$ cat config.mk
export PLATFORM = sky130hd
export DESIGN_NAME = gepc_cell_walker
export DESIGN_NICKNAME = d
export VERILOG_FILES = /design/src/gepc_pkg.sv /design/src/gepc_cell_walker.sv
export SDC_FILE = /design/constraint.sdc
export NUM_CORES = 1
export LEC_CHECK = 0
export BUFFER_PORTS_ARGS = -buffer_cell sky130_fd_sc_hd__buf_2
export CORE_UTILIZATION = 37
export DETAILED_ROUTE_END_ITERATION = 8
export PLACE_DENSITY_LB_ADDON = 0.12
export SYNTH_ARGS = -nofsm -noshare
export SYNTH_HDL_FRONTEND = slang
export SYNTH_SLANG_ARGS = --single-unit
$ cat constraint.sdc
create_clock -name clock -period 2.8 [get_ports clock]
set_clock_uncertainty 0.05 [all_clocks]
set_input_delay 0.42 -clock clock [delete_from_list [all_inputs] [get_ports clock]]
set_output_delay 0.42 -clock clock [all_outputs]
set_load 0.01 [all_outputs]
$ cat src/gepc_pkg.sv
// Shared constants, control structs and width helpers for the grid exit path counter.
package gepc_pkg;

   localparam int DEF_MAX_ROWS  = 64;
   localparam int DEF_MAX_COLS  = 64;
   localparam int DEF_MAX_MOVES = 64;

   localparam int COUNT_W = 30;
   localparam int CFG_W   = 7;
   localparam int POS_W   = 6;
   localparam int MOVE_W  = 7;
   localparam int CSR_IDX_W = 1;

   localparam logic [COUNT_W-1:0] PATH_MOD = 30'd1000000007;

   localparam logic [CSR_IDX_W-1:0] CSR_GRID_ROWS = 1'd0;
   localparam logic [CSR_IDX_W-1:0] CSR_GRID_COLS = 1'd1;

   // Neighbor order of one cell: up, right, down, left.
   localparam logic [1:0] PH_UP    = 2'd0;
   localparam logic [1:0] PH_RIGHT = 2'd1;
   localparam logic [1:0] PH_DOWN  = 2'd2;
   localparam logic [1:0] PH_LEFT  = 2'd3;

   // Control that travels with one neighbor read to the accumulator.
   typedef struct packed {
      logic valid;
      logic in_grid;
      logic zero_src;
      logic first;
      logic last;
      logic rbank;
      logic wbank;
   } issue_type;

   // Bits needed to index n entries.
   function automatic int idx_w(input int n);
      return (n > 1) ? $clog2(n) : 1;
   endfunction

   // Bits needed to hold the values 0 to n.
   function automatic int cnt_w(input int n);
      return $clog2(n + 1);
   endfunction

endpackage

$ cat src/gepc_cell_walker.sv
// Sequencer that walks every cell of every move layer and issues its four neighbor steps.
module gepc_cell_walker
   import gepc_pkg::*;
#(
   parameter int MAX_ROWS  = DEF_MAX_ROWS,
   parameter int MAX_COLS  = DEF_MAX_COLS,
   parameter int MAX_MOVES = DEF_MAX_MOVES
) (
   input  logic                                 clock,
   input  logic                                 reset,
   input  logic                                 start,
   input  logic [cnt_w(MAX_ROWS)-1:0]           rows,
   input  logic [cnt_w(MAX_COLS)-1:0]           cols,
   input  logic [cnt_w(MAX_MOVES)-1:0]          moves,
   output logic                                 busy,
   output logic                                 done,
   output logic                                 rd_en,
   output logic                                 rd_bank,
   output logic [idx_w(MAX_ROWS*MAX_COLS)-1:0]  rd_addr,
   output issue_type                            iss,
   output logic [idx_w(MAX_ROWS*MAX_COLS)-1:0]  cell_addr
);

   localparam int AW  = idx_w(MAX_ROWS * MAX_COLS);
   localparam int RIW = idx_w(MAX_ROWS);
   localparam int CIW = idx_w(MAX_COLS);
   localparam int RCW = cnt_w(MAX_ROWS);
   localparam int CCW = cnt_w(MAX_COLS);
   localparam int MCW = cnt_w(MAX_MOVES);
   localparam logic [AW-1:0] COL_STEP = AW'(MAX_COLS);

   localparam logic [1:0] W_IDLE = 2'd0;
   localparam logic [1:0] W_RUN  = 2'd1;
   localparam logic [1:0] W_GAP  = 2'd2;

   logic [1:0]     wstate_ff, wstate_in;
   logic [MCW-1:0] layer_ff, layer_in;
   logic [RIW-1:0] row_ff, row_in;
   logic [CIW-1:0] col_ff, col_in;
   logic [1:0]     phase_ff, phase_in;
   logic [AW-1:0]  cell_ff, cell_in;
   logic [AW-1:0]  row_base_ff, row_base_in;
   logic           done_ff, done_in;

   logic           last_row;
   logic           last_col;
   logic           in_grid;
   logic [AW-1:0]  nb_addr;
   logic           running;

   assign running  = (wstate_ff == W_RUN);
   assign last_row = ((RCW'(row_ff) + RCW'(1)) == rows);
   assign last_col = ((CCW'(col_ff) + CCW'(1)) == cols);

   always_comb begin
      in_grid = 1'b0;
      nb_addr = cell_ff;
      case (phase_ff)
         PH_UP: begin
            in_grid = (row_ff != '0);
            nb_addr = cell_ff - COL_STEP;
         end
         PH_RIGHT: begin
            in_grid = !last_col;
            nb_addr = cell_ff + AW'(1);
         end
         PH_DOWN: begin
            in_grid = !last_row;
            nb_addr = cell_ff + COL_STEP;
         end
         PH_LEFT: begin
            in_grid = (col_ff != '0);
            nb_addr = cell_ff - AW'(1);
         end
         default: begin
            in_grid = 1'b0;
            nb_addr = cell_ff;
         end
      endcase
   end

   // The first layer has no previous layer to read, so its reads are skipped and count as zero.
   assign rd_en   = running && in_grid && (layer_ff != '0);
   assign rd_bank = layer_ff[0];
   assign rd_addr = nb_addr;

   always_comb begin
      iss          = '0;
      iss.valid    = running;
      iss.in_grid  = in_grid;
      iss.zero_src = (layer_ff == '0);
      iss.first    = (phase_ff == PH_UP);
      iss.last     = (phase_ff == PH_LEFT);
      iss.rbank    = layer_ff[0];
      iss.wbank    = !layer_ff[0];
   end

   assign cell_addr = cell_ff;
   assign busy      = (wstate_ff != W_IDLE);
   assign done      = done_ff;

   always_comb begin
      wstate_in   = wstate_ff;
      layer_in    = layer_ff;
      row_in      = row_ff;
      col_in      = col_ff;
      phase_in    = phase_ff;
      cell_in     = cell_ff;
      row_base_in = row_base_ff;
      done_in     = 1'b0;
      case (wstate_ff)
         W_IDLE: begin
            if (start) begin
               wstate_in   = W_RUN;
               layer_in    = '0;
               row_in      = '0;
               col_in      = '0;
               phase_in    = PH_UP;
               cell_in     = '0;
               row_base_in = '0;
            end
         end
         W_RUN: begin
            phase_in = phase_ff + 2'd1;
            if (phase_ff == PH_LEFT) begin
               if (last_col) begin
                  col_in = '0;
                  if (last_row) begin
                     row_in      = '0;
                     cell_in     = '0;
                     row_base_in = '0;
                     wstate_in   = W_GAP;
                  end else begin
                     row_in      = row_ff + RIW'(1);
                     row_base_in = row_base_ff + COL_STEP;
                     cell_in     = row_base_ff + COL_STEP;
                  end
               end else begin
                  col_in  = col_ff + CIW'(1);
                  cell_in = cell_ff + AW'(1);
               end
            end
         end
         W_GAP: begin
            // The idle gap state lets the last write of the layer land before the next layer reads.
            if ((layer_ff + MCW'(1)) == moves) begin
               wstate_in = W_IDLE;
               layer_in  = '0;
               done_in   = 1'b1;
            end else begin
               layer_in  = layer_ff + MCW'(1);
               wstate_in = W_RUN;
            end
         end
         default: begin
            wstate_in = W_IDLE;
         end
      endcase
   end

   always_ff @(posedge clock) begin
      if (reset) begin
         wstate_ff   <= W_IDLE;
         layer_ff    <= '0;
         row_ff      <= '0;
         col_ff      <= '0;
         phase_ff    <= PH_UP;
         cell_ff     <= '0;
         row_base_ff <= '0;
         done_ff     <= 1'b0;
      end else begin
         wstate_ff   <= wstate_in;
         layer_ff    <= layer_in;
         row_ff      <= row_in;
         col_ff      <= col_in;
         phase_ff    <= phase_in;
         cell_ff     <= cell_in;
         row_base_ff <= row_base_in;
         done_ff     <= done_in;
      end
   end

endmodule

==> flow_metrics.py <==
metrics = {
    "logic_synthesis": {
        "netlist_top_cells_area": "dfxtp_1 (25%), xnor2_1 (6.2%), ha_1 (5.5%)",
        "synth_top_area_share_pct": 25.05,
        "synth_xor_area_share_pct": 11.32,
        "synthCells": 487,
        "syn_avg_cell_area_um2": 7.877,
        "yosysSeqAreaShare_pct": 25.05,
        "synth-simple-area-share_pct": 25.67,
        "synth_flop_cell": "dfxtp_1",
        "synth_seq_cells": 48,
        "yosysTopAreaCell": "dfxtp_1",
        "synth_async_sr_flop_share_pct": 0,
        "synth_top_family_by_area": "simple AND/OR/NAND/NOR gates",
        "synthAdderAreaFrac_pct": 6.067,
        "synth_cell_types": 71,
        "synth-edff-count": 0,
        "syn_area_mm2": 0.003836,
        "syn_nets": 529,
        "synth_compound_area_share_pct": 24.30,
        "synthMuxAreaShare_pct": 0.5219,
        "yosysWarnings": 0,
    },
    "worst_setup_path": {
        "start_kind": "flop",
        "crit_slowest_cell": "or3b_4",
        "cp-end-kind": "output port",
        "worstSetupPathType": "flop to output port",
        "slowest_delay_ns": 0.42,
        "crit_path_cell_trace": "or3_4 -> nor4_4 -> or3b_4 -> xnor2_2 -> a22oi_2 -> o31ai_2 -> buf_2",
        "crit_arrival_ns": 2.35,
        "cp.required_ns": 2.33,
        "r2r.worst_path.cells": 13,
        "crit_fanout": 5,
    },
    "sta": {
        "final.setup.worst_slack_ns": -0.01649,
        "hold_ws_ns": 0.4017,
        "fmax_mhz": 355.1,
        "setup_tns_ns": -0.01649,
        "min_period_ns": 2.816,
        "drv_slew": 0,
        "hold_violations": 0,
        "worst_pin_slew_ns": 0.9609,
        "slew-limit-headroom_pct": 35.94,
        "rsz0062_at_grt": "true",
        "setup_viol": 1,
        "period_share_pct": 100.6,
    },
    "clock_tree": {
        "holdBufCountCts": 0,
        "cts_tree": "done",
        "clock-root-buffer": "clkbuf_8",
        "clk_pin_slew_worst_paths_ns": 0.10,
        "cts_sinks": 48,
        "clk_latency_ns": 0.31,
        "cts_max_level": 2,
        "clockBufferDepth": 2,
        "cts_made_buffers": 5,
    },
    "pwr": {
        "swShare_pct": 30.20,
        "switchingPower_w": 0.0005041,
        "seqPwrFrac_pct": 42.6,
        "powerDensity_mw_per_mm2": 346.5,
        "clkPwrFrac_pct": 33.0,
        "p_leak_nw": 1.886,
        "internal_power_w": 0.001165,
        "pwr-share-comb_pct": 24.4,
        "ir_worst_vdd_mv": 0.2328,
        "p_total_w": 0.001669,
    },
    "cells_and_area": {
        "final_cell_mix": "buf_2 (58), buf_4 (45), dfxtp_1 (35), nor2_1 (34), nand2_1 (34)",
        "syn_to_final_growth_pct": 25.57,
        "layout-drive-gt1-share_pct": 30.51,
        "final_common_cell": "buf_2",
        "antennaDiodeCount": 0,
        "n_fill_cell": 1019,
        "fin_nets": 608,
        "fin_area_mm2": 0.004817,
    },
    "place": {
        "dp.final_hpwl_um": 8123,
        "gp_congestion": 0.8699,
        "portBuffers": 58,
        "place_area_mm2": 0.004363,
    },
    "grt": {
        "gr-total-overflow": 0,
        "grt_first_pass_wirelength_um": 18200,
        "grt_pass1_vias": 3627,
        "antenna_found_initial": 0,
        "grtUsageTotal_pct": 20.47,
        "grt_start_max_net_pins": 21,
    },
    "floorplan": {
        "initial_core_util_pct": 38.71,
        "dieHeight_um": 103.8,
        "core_mm2": 0.009910,
        "design.die.area_mm2": 0.01078,
        "io-pin-count": 59,
        "placementRows": 36,
        "die_x_um": 103.8,
    },
    "min_path": {
        "min_path_cells": 2,
        "hp-class": "flop to flop",
    },
    "drt": {
        "vias": 3851,
        "drt-initial-drc-count": 169,
        "finalWirelength_um": 11270,
        "ant_nets": 0,
        "first_pass_iters": 5,
        "post_drt_via_cell_ratio": 5.501,
        "post_drt_wl_per_cell_um": 16.10,
        "drc": 0,
    },
    "outcome": {
        "status": "finished, violations left",
        "violations": "setup timing",
    },
    "run": {
        "maxCapViolCount": 0,
    },
}
## repair_timing
item / CTS / global route
setup buffers: 6 / 9
resized for setup: 23 / 29
hold endpoints to repair: 0 / 0
pin swaps: 11 / 20
setup endpoints to repair: 4 / 22
gates cloned: 0 / 0
## sequential cells by signal (all words and copies together), names as in the netlist
register	cells
row_ff	6
row_base_ff	12
layer_ff	7
cell_addr	12
phase_ff	2
done	1
col_ff	6
wstate_ff	2
## metal layers
metal	wire length, µm	up-vias	global-route usage, %
li1	-	1922	-
met1	5407	1840	28.66
met2	5363	81	33.38
met3	410	8	2.391
met4	87	0	4.898
met5	0	-	0
## worst max-delay path: cells and delay by family (launching register included)
kind	cells	cell delay, ns
buffers and inverters	1	0.15
flip-flops	1	0.37
XOR/XNOR	1	0.14
AND/OR/NAND/NOR	3	1.09
AO/OA/AOI/OAI	2	0.29
## final cells by class
cell class	count	area (µm²)	area share (%)
sequential	48	989.7	20.55
inverter	31	116.4	2.416
clock buffer	6	82.58	1.714
timing repair buffer	103	628.1	13.04
clock inverter	2	38.79	0.8052
multi-input combinational	377	2795	58.03
tap	133	166.4	3.455
## worst paths after layout
kind                                    start                   endpoint  slack [ns]
setup / recovery    cell_addr[1]$_SDFFE_PP0P_                rd_addr[11]       -0.02
hold / removal    row_base_ff[1]$_SDFFE_PP0P_  cell_addr[1]$_SDFFE_PP0P_        0.40
setup reg to reg       col_ff[0]$_SDFFE_PP0P_     row_ff[0]$_SDFFE_PP0P_        0.13
hold reg to reg   row_base_ff[1]$_SDFFE_PP0P_  cell_addr[1]$_SDFFE_PP0P_        0.40
## cells in the mapped netlist, drive strengths merged (2+ instances only)
master / n
nor2b: 4
nand2: 34
and3: 9
ha: 17
buf: 16
o221a: 2
a22oi: 16
a31oi: 4
dfxtp: 48
o211ai: 4
xor2: 20
or3: 15
o31ai: 3
a2111oi: 2
a32oi: 2
a21oi: 27
a221o: 2
inv: 30
nand3: 33
clkbuf: 15
o21bai: 3
a21o: 2
or2: 6
nor3: 11
a221oi: 2
xnor2: 27
nor2: 36
nor4: 10
nor3b: 3
o32ai: 10
a211oi: 6
a311oi: 8
and2: 7
a22o: 3
nand4: 6
o21ai: 19
nand2b: 7
mux2i: 2
## cells by family after synthesis
group,count (synthesis)
flops,48
xor+xnor,48
mux,2
simple gates,185
fa+ha+maj,18
compound gates,124
buf+inv,62
## power groups by stage
stage,clock network (W),registers (W),logic (W)
6_report,0.000550,0.000711,0.000408
5_1_grt,0.000593,0.000713,0.000449
4_1_cts,0.000566,0.000713,0.000388
3_5_place_dp,0,0.000727,0.000372
3_3_place_gp,0,0.000728,0.000369
2_1_floorplan,0,0.000725,0.000246
## per-stage QoR
stage	cells	util, %	setup slack (ns)
CTS	691	46.60	0.0005806
global placement	677	44.03	0.2080
finish	700	48.61	-0.01649
floorplan	487	-	0.09462
detailed placement	677	44.03	0.1394
global route	700	48.61	-0.1117
(Power assumes the default switching activity.)
