[src/gepc_pkg.sv]
// Shared constants, control structs and width helpers for the grid exit path counter.
package gepc_pkg;

   localparam int DEF_MAX_ROWS  = 64;
   localparam int DEF_MAX_COLS  = 64;
   localparam int DEF_MAX_MOVES = 64;

   localparam int COUNT_W = 30;
   localparam int CFG_W   = 7;
   localparam int POS_W   = 6;
   localparam int MOVE_W  = 7;
   localparam int CSR_IDX_W = 1;

   localparam logic [COUNT_W-1:0] PATH_MOD = 30'd1000000007;

   localparam logic [CSR_IDX_W-1:0] CSR_GRID_ROWS = 1'd0;
   localparam logic [CSR_IDX_W-1:0] CSR_GRID_COLS = 1'd1;

   // Neighbor order of one cell: up, right, down, left.
   localparam logic [1:0] PH_UP    = 2'd0;
   localparam logic [1:0] PH_RIGHT = 2'd1;
   localparam logic [1:0] PH_DOWN  = 2'd2;
   localparam logic [1:0] PH_LEFT  = 2'd3;

   // Control that travels with one neighbor read to the accumulator.
   typedef struct packed {
      logic valid;
      logic in_grid;
      logic zero_src;
      logic first;
      logic last;
      logic rbank;
      logic wbank;
   } issue_type;

   // Bits needed to index n entries.
   function automatic int idx_w(input int n);
      return (n > 1) ? $clog2(n) : 1;
   endfunction

   // Bits needed to hold the values 0 to n.
   function automatic int cnt_w(input int n);
      return $clog2(n + 1);
   endfunction

endpackage

[src/gepc_mod_acc.sv]
// Modular accumulator that sums four neighbor terms per cell and writes the cell of the new layer.
module gepc_mod_acc
   import gepc_pkg::*;
#(
   parameter int DEPTH = DEF_MAX_ROWS * DEF_MAX_COLS
) (
   input  logic                     clock,
   input  logic                     reset,
   input  issue_type                iss,
   input  logic [idx_w(DEPTH)-1:0]  cell_addr,
   input  logic [COUNT_W-1:0]       rd_data0,
   input  logic [COUNT_W-1:0]       rd_data1,
   output logic                     wr_en,
   output logic                     wr_bank,
   output logic [idx_w(DEPTH)-1:0]  wr_addr,
   output logic [COUNT_W-1:0]       wr_data
);

   localparam int AW = idx_w(DEPTH);

   issue_type          iss_ff;
   logic [AW-1:0]      cell_ff;
   logic [COUNT_W-1:0] acc_ff, acc_in;

   logic [COUNT_W-1:0] src;
   logic [COUNT_W-1:0] term;
   logic [COUNT_W:0]   sum;
   logic [COUNT_W:0]   red;

   // Both operands stay below the modulus, so one conditional subtract reduces the sum.
   always_comb begin
      src = iss_ff.rbank ? rd_data1 : rd_data0;
      if (!iss_ff.in_grid) begin
         term = COUNT_W'(1);
      end else if (iss_ff.zero_src) begin
         term = '0;
      end else begin
         term = src;
      end
      sum = {1'b0, (iss_ff.first ? '0 : acc_ff)} + {1'b0, term};
      red = (sum >= {1'b0, PATH_MOD}) ? (sum - {1'b0, PATH_MOD}) : sum;
      acc_in = iss_ff.valid ? red[COUNT_W-1:0] : acc_ff;
   end

   assign wr_en   = iss_ff.valid && iss_ff.last;
   assign wr_bank = iss_ff.wbank;
   assign wr_addr = cell_ff;
   assign wr_data = red[COUNT_W-1:0];

   always_ff @(posedge clock) begin
      if (reset) begin
         iss_ff <= '0;
      end else begin
         iss_ff <= iss;
      end
   end

   always_ff @(posedge clock) begin
      cell_ff <= cell_addr;
      acc_ff  <= acc_in;
   end

endmodule

[config.mk]
export PLATFORM = sky130hd
export DESIGN_NAME = gepc_mod_acc
export DESIGN_NICKNAME = d
export VERILOG_FILES = /design/src/gepc_pkg.sv /design/src/gepc_mod_acc.sv
export SDC_FILE = /design/constraint.sdc
export NUM_CORES = 1
export LEC_CHECK = 0
export BUFFER_PORTS_ARGS = -buffer_cell sky130_fd_sc_hd__clkbuf_2
export CAP_MARGIN = 10
export CORE_UTILIZATION = 51
export DETAILED_ROUTE_END_ITERATION = 6
export GPL_TIMING_DRIVEN = 0
export PLACE_DENSITY = 0.79
export SYNTH_ARGS = -nofsm -noshare
export SYNTH_HDL_FRONTEND = slang
export SYNTH_SLANG_ARGS = --single-unit
[constraint.sdc]
create_clock -name clock -period 4.86 [get_ports clock]
set_input_delay 0.729 -clock clock [delete_from_list [all_inputs] [get_ports clock]]
set_output_delay 0.729 -clock clock [all_outputs]
set_load 0.02 [all_outputs]
==> metrics.md, run 1 <==
| Metric | Value |
|---|---|
| Max-slew violation count | `0` |
| H-Tree Depth | `2` |
| Root buffer cell | `clkbuf_8` |
| Area after DPL | `0.00646 mm²` |
| Startpoint types | `flop` |
| ANT cells | `0` |
| Max cap viols | `0` |
| Fillcell total | `573` |
| Synth cell types | `87` |
| Worst ir drop on vdd | `0.270 mV` |
| Clock Power Share | `12.9%` |
| Register share of total power | `23.4%` |
| Leakage Power | `3.45 nW` |
| CTS tree | `done` |
| Failing checks | `DRC, setup timing` |
| IO Count | `125` |
| Initial antenna violation count | `0` |
| Max FO, Critical Path | `5` |
| Hold WC Path Type | `in2reg` |
| Ys Warns | `0` |
| Final WL | `23300 µm` |
| GRT overflow | `0` |
| Synthesized Nets | `784` |
| Synth Area per Inst | `8.20 µm²` |
| Total track usage | `36.9%` |
| Ys flop type | `edfxtp_1` |
| Switching portion of total power | `45.0%` |
| Full die area | `0.0112 mm²` |
| First-pass GRT wire length | `32300 µm` |
| Synth async-reset ratio | `0%` |
| FF/Latch Area | `0.00129 mm²` |
| Largest net degree at the start of global routing | `19` |
| Via density | `6.93` |
| Post-synth EDFFs | `30` |
| Critical path class | `reg2out` |
| DRT iter0 DRCs | `1186` |
| Most frequent cells in the layout | `clkbuf_2 (103), buf_4 (72), nor2_1 (59)` |
| # setup viols final | `30` |
| Setup Skew | `0.0228 ns` |
| Hold WS | `0.478 ns` |
| Design area | `0.00857 mm²` |
| Comb power frac | `63.6%` |
| Die height | `106 µm` |
| Hold_buf cts | `0` |
| Clock slew at reported path FFs | `0.12 ns` |
| Clk Latency, worst-skew pair | `0.34 ns` |
| Worst EP arrival | `4.67 ns` |
| Final hold viol count | `0` |
| Share of layout cells above drive strength 1 | `47.7%` |
| #FFs+latches synth | `49` |
| Area growth, synth to finish | `55.8%` |
| RSZ-0062 raised after global routing | `true` |
| CTS buffer count | `5` |
| WL per Instance | `23.0 µm` |
| Final net count | `989` |
| Final min period | `5.40 ns` |
| Post-synthesis sequential area ratio | `23.3%` |
| Worst-Margin Slew | `0.962 ns` |
| Synth Instances | `671` |
| F_max | `0.185 GHz` |
| Die width | `106 µm` |
| GPL Wtd Cong | `0.913` |
| Pint | `1.18 mW` |
| Drt pass-1 iters | `7` |
| Period utilisation layout | `111%` |
| CTS max path bufs | `2` |
| Switching power | `0.964 mW` |
| Most common cell after layout, fill and taps aside | `clkbuf_2` |
| Cell area after synthesis | `0.00550 mm²` |
| Port Buf Inserts | `124` |
| Worst Setup Slack, final | `-0.538 ns` |
| Post-route ant nets | `0` |
| CORE AREA | `0.0104 mm²` |
| Multi-input gate area | `0.00517 mm²` |
| Post-DP HPWL | `13600 µm` |
| Vias in the first global route | `6319` |
| Number of remaining DRC errors | `1` |
| Power Density | `250 mW/mm²` |
| Slew margin rel. | `35.8%` |
| Outcome | `finished with violations` |
| Via count | `7019` |
| WP data required | `4.13 ns` |
| CTS Sinks | `49` |
| Crit. End Element | `primary output` |
| Starting Density | `53.0%` |
| Core Rows | `37` |
==> routing by layer <==
metal,GRT usage (%),up-vias,wire length [µm]
met2,58.8,647,10400
met5,0,-,0
met3,8.53,202,2860
li1,-,2969,-
met1,45.8,3201,8310
met4,20.9,0,1770
==> kinds of logic after synthesis <==
family	count (synthesis)	synth area share (%)
AND/OR/NAND/NOR	278	26.0
AO/OA/AOI/OAI	213	29.9
multiplexers	36	6.62
flip-flops	49	23.3
buffers and inverters	47	4.12
adder cells (fa/ha/maj)	32	7.42
XOR/XNOR	16	2.68
==> state kept, by name, summed over array words and instances (netlist names) <==
register,flops
iss_ff,6
wr_bank,1
acc_ff,30
wr_addr,12
==> synth_stat cells (4+ instances only) <==
master | instances | area share [%]
a211o_1 | 4 | 0.64
a211oi_1 | 9 | 1.2
a21o_1 | 13 | 1.8
a21oi_1 | 37 | 3.4
a21oi_2 | 5 | 0.80
a311o_1 | 4 | 0.73
a311oi_1 | 11 | 1.8
a31oi_1 | 4 | 0.45
and2_1 | 9 | 1.0
and3_1 | 7 | 0.80
buf_2 | 10 | 0.91
buf_4 | 4 | 0.55
clkbuf_1 | 14 | 0.96
dfxtp_1 | 19 | 6.9
edfxtp_1 | 30 | 16
ha_1 | 31 | 7.1
inv_1 | 13 | 0.89
mux2i_1 | 33 | 6.0
nand2_1 | 49 | 3.3
nand2b_1 | 13 | 1.5
nand3_1 | 19 | 1.7
nand4_1 | 11 | 1.3
nor2_1 | 71 | 4.8
nor2b_1 | 39 | 4.4
nor3_1 | 25 | 2.3
nor4_1 | 6 | 0.68
o2111ai_1 | 5 | 0.80
o211ai_1 | 9 | 1.2
o21a_1 | 13 | 1.8
o21ai_0 | 29 | 2.6
o21ai_1 | 7 | 0.64
o21bai_1 | 4 | 0.55
o311ai_1 | 6 | 0.96
or2_2 | 7 | 0.80
or4_1 | 4 | 0.55
xnor2_1 | 10 | 1.6
xor2_1 | 5 | 0.80
==> through the flow <==
stage / worst slack, ns / instances / setup TNS, ns / total power [mW] / util, %
2_1_floorplan: -0.000903 / 671 / -0.000903 / 1.15 / -
3_3_place_gp: -1.17 / 931 / -35.69 / 1.37 / 62.1
3_5_place_dp: -1.21 / 932 / -40.06 / 1.39 / 62.3
4_1_cts: -0.318 / 990 / -7.73 / 1.93 / 75.9
5_1_grt: -0.740 / 1013 / -19.48 / 2.21 / 82.6
6_report: -0.538 / 1013 / -13.30 / 2.14 / 82.6
==> worst max-delay path, stage by stage (launching register included) <==
cell and delay [ns]:
dfxtp_4 0.46, buf_12 0.17, mux2i_1 0.23, nor2_1 0.11, ha_4 0.32, o211ai_1 0.19, o21a_2 0.30, a211o_4 0.38
a211oi_4 0.36, or4_1 0.18, o211ai_1 0.16, nor3_2 0.17, buf_4 0.17, o311ai_4 0.13, buf_4 0.18, o21ai_4 0.32
mux2_4 0.35, clkbuf_8 0.15
==> power groups by stage <==
stage	logic (mW)	clock network, mW	registers, mW
after detailed placement	0.887	0	0.508
after floorplan	0.640	0	0.513
after global placement	0.861	0	0.509
after global routing	1.41	0.295	0.505
after CTS	1.16	0.275	0.500
final	1.36	0.277	0.502
==> repair_timing <==
| action | 4_1_cts | 5_1_grt |
|---|---|---|
| endpoints found under the setup margin | 60 | 30 |
| cloned | 5 | 1 |
| setup buffers | 48 | 23 |
| pin swaps | 67 | 42 |
| gates resized for setup | 187 | 118 |
==> cell type report <==
class,count,share of cell area (%)
clock buffers,5,0.803
multi-input cells,576,60.4
clock inverters,3,0.307
flip-flops and latches,49,15.0
repair buffers,200,16.9
inverters,13,0.570
plain buffers,31,3.99
well taps,136,1.99
==> final timing paths <==
kind | endpoint | start | slack, ns | cells past startpoint
worst max-delay path | wr_data[1] | iss_ff[1] | -0.54 | 17
worst min-delay path | wr_addr[7] | cell_addr[7] | 0.48 | 1
worst max register to register | acc_ff[12] | iss_ff[1] | 0.39 | 17
worst min register to register | acc_ff[0] | iss_ff[5] | 0.88 | 3
Power figures use the tool's default switching activity.
==> inputs of run 2 (changes only) <==
- PLACE_DENSITY: 0.79 -> default
- PLACE_DENSITY_LB_ADDON: default -> 0.3
==> run 2 against run 1 <==
  * The run ends with setup timing left
  * Clock power increased by 6%
  * Via count increased by 2.7%
  * Register-to-register slack got worse by 0.26 ns
  * Critical path type unchanged
  * Largest power group unchanged
  * Highest routed layer unchanged
==> metrics.md, run 2 (same netlist as run 1, synthesis figures left out) <==
| Metric | Value |
|---|---|
| Max-slew violation count | `0 (unchanged)` |
| Crit. End Element | `primary output` |
| Area growth, synth to finish | `59.8%` |
| Slew margin rel. | `41.5% (+5.8 points)` |
| Metal-1 WL | `8800 µm (+6.0%)` |
| Final min period | `5.57 ns (+0.169 ns)` |
| R2R Path Start | `iss_ff[1]` |
| Top reg by flops | `acc_ff` |
| Worst setup startpoint | `iss_ff[1]` |
| Max cap viols | `0 (unchanged)` |
| Hold Path Depth | `1 (unchanged)` |
| Final WL | `24900 µm (+6.9%)` |
| CTS max path bufs | `2 (unchanged)` |
| Via count | `7208 (+2.7%)` |
| Outcome | `finished with violations` |
| Leakage Power | `3.54 nW (+2.7%)` |
| Power Density | `254 mW/mm² (+1.6%)` |
| Worst ir drop on vdd | `0.221 mV (-18%)` |
| Hold_buf cts | `0 (unchanged)` |
| Largest net degree at the start of global routing | `32 (+13)` |
| H-Tree Depth | `2 (unchanged)` |
| First-pass GRT wire length | `33300 µm (+3.1%)` |
| Setup Skew | `0.0237 ns (+0.000884 ns)` |
| Met2 WL | `11400 µm (+9.5%)` |
| RSZ-0062 raised after global routing | `true` |
| Max Used Layer | `met4` |
| DRT iter0 DRCs | `858 (-28%)` |
| CP max stage delay | `0.45 ns (about the same)` |
| CORE AREA | `0.0104 mm² (unchanged)` |
| Largest register FFs | `30 (unchanged)` |
| Total track usage | `38.0% (+1.0 points)` |
| Most frequent cells in the layout | `clkbuf_2 (98), buf_4 (82), nor2_1 (63)` |
| Failing checks | `setup timing` |
| Clock slew at reported path FFs | `0.13 ns (about the same)` |
| Vias in the first global route | `6596 (+4.4%)` |
| Via density | `7.00 (+1.1%)` |
| Final hold viol count | `0 (unchanged)` |
| # setup viols final | `30 (unchanged)` |
| Post-DP HPWL | `13600 µm (+0.55%)` |
| Post-route ant nets | `0 (unchanged)` |
| Met3 wire length | `3040 µm (+6.1%)` |
| Final std cells w/o fill | `1029 (+1.6%)` |
| Critical path class | `reg2out` |
| Die height | `106 µm (unchanged)` |
| Most common cell after layout, fill and taps aside | `clkbuf_2` |
| CTS tree | `done` |
| Port Buf Inserts | `124 (unchanged)` |
| ANT cells | `0 (unchanged)` |
| WP data required | `4.13 ns (about the same)` |
| Worst-Margin Slew | `0.877 ns (-0.0850 ns)` |
| Dpl cells | `931 (-0.11%)` |
| Root buffer cell | `clkbuf_8` |
| Starting Density | `53.0% (unchanged)` |
| Drt pass-1 iters | `7 (unchanged)` |
| Die width | `106 µm (unchanged)` |
| Slowest CP cell | `dfxtp_4` |
| Critical-path cell list | `buf_12 -> mux2i_1 -> nor2_1 -> ha_1 -> o211ai_1 -> o21a_1 -> a211o_4 -> a211oi_4 -> buf_4 -> nor2_4 -> o211ai_1 -> nor3_2 -> buf_4 -> o311ai_4 -> buf_6 -> buf_12 -> nor3_1 -> a311o_1 -> clkbuf_8` |
| Overall power | `2.23 mW (+4.1%)` |
| Period utilisation layout | `115% (+3.5 points)` |
| Hold WC Path Type | `in2reg` |
| CTS buffer count | `5 (unchanged)` |
| WL per Instance | `24.2 µm (+5.3%)` |
| Clk Latency, worst-skew pair | `0.35 ns (about the same)` |
| CTS Sinks | `49 (unchanged)` |
| F_max | `0.180 GHz (-3.0%)` |
| Worst Setup Slack, final | `-0.707 ns (-0.169 ns)` |
| GPL Wtd Cong | `0.929 (+1.7%)` |
| FF-to-FF path depth | `19 (+2)` |
| Core Rows | `37 (unchanged)` |
| GRT overflow | `0 (unchanged)` |
| Final net count | `1005 (+1.6%)` |
| Share of layout cells above drive strength 1 | `48.3% (+0.60 points)` |
| Max FO, Critical Path | `10 (+5)` |
| Full die area | `0.0112 mm² (unchanged)` |
| Worst EP arrival | `4.84 ns (+0.17 ns)` |
| Final setup TNS | `-17.86 ns (-4.55 ns)` |
| Initial antenna violation count | `0 (unchanged)` |
| IO Count | `125 (unchanged)` |
| Number of remaining DRC errors | `0 (-1)` |
| Hold Startpoint | `cell_addr[2]` |
| Startpoint types | `flop` |
-- run 2: cell count changes in the layout (fill, tap and decap cells not counted), sizes merged --
cell	delta
buf	+21
clkbuf	-5
bufbuf	+1
nor2	-1
-- run 2: per-layer routing --
| metal | vias to the layer above | GRT usage [%] |
|---|---|---|
| li1 | 3003 | - |
| met1 | 3325 | 46.4 |
| met2 | 683 | 64.6 |
| met3 | 197 | 7.05 |
| met4 | 0 | 17.1 |
| met5 | - | 0 |
-- run 2: through the flow --
step | setup WS, ns | area (µm²) | utilization, % | hold WS [ns]
2_1_floorplan | -0.000903 | 5650 | - | 0.757
3_3_place_gp | -1.13 | 6440 | 62.1 | 0.832
3_5_place_dp | -1.25 | 6440 | 62.2 | 0.833
4_1_cts | -0.308 | 8360 | 80.6 | 0.477
5_1_grt | -0.750 | 8790 | 84.7 | 0.471
6_report | -0.707 | 8790 | 84.7 | 0.474
-- run 2: path summary, 6_finish.rpt --
path                               endpoint  slack [ns]
worst max-delay path            wr_data[15]       -0.71
worst min-delay path             wr_addr[2]        0.47
worst max register to register   acc_ff[10]        0.13
worst min register to register   acc_ff[24]        0.88
-- run 2: critical path: cells and delay by family, from the launching register on --
family | cells | cell delay (ns)
adders and majority gates | 1 | 0.35
muxes | 1 | 0.22
buffers and inverters | 6 | 1.04
AOI/OAI and AO/OA | 7 | 2.12
DFF | 1 | 0.45
and+or+nand+nor | 4 | 0.31
-- run 2: timing repair --
item                                    in CTS  in global routing
setup buffers                               70                 21
endpoints found under the setup margin      60                 30
pin swaps                                   81                 30
gates resized for setup                    250                 65
gates cloned                                 3                  0
-- run 2: report_power, final --
group / internal (mW) / leakage, nW / switching (mW)
Combinational: 0.629 / 3.05 / 0.804
Sequential: 0.488 / 0.442 / 0.0163
Clock: 0.110 / 0.0511 / 0.186
-- run 2: layout make-up --
class | count | area, µm²
tap | 136 | 170
clock buffer | 5 | 68.8
clock inverter | 3 | 28.8
sequential | 49 | 1290
multi-input combinational | 575 | 5160
buffer | 30 | 330
fill | 515 | 1580
timing repair buffer | 218 | 1700
inverter | 13 | 48.8
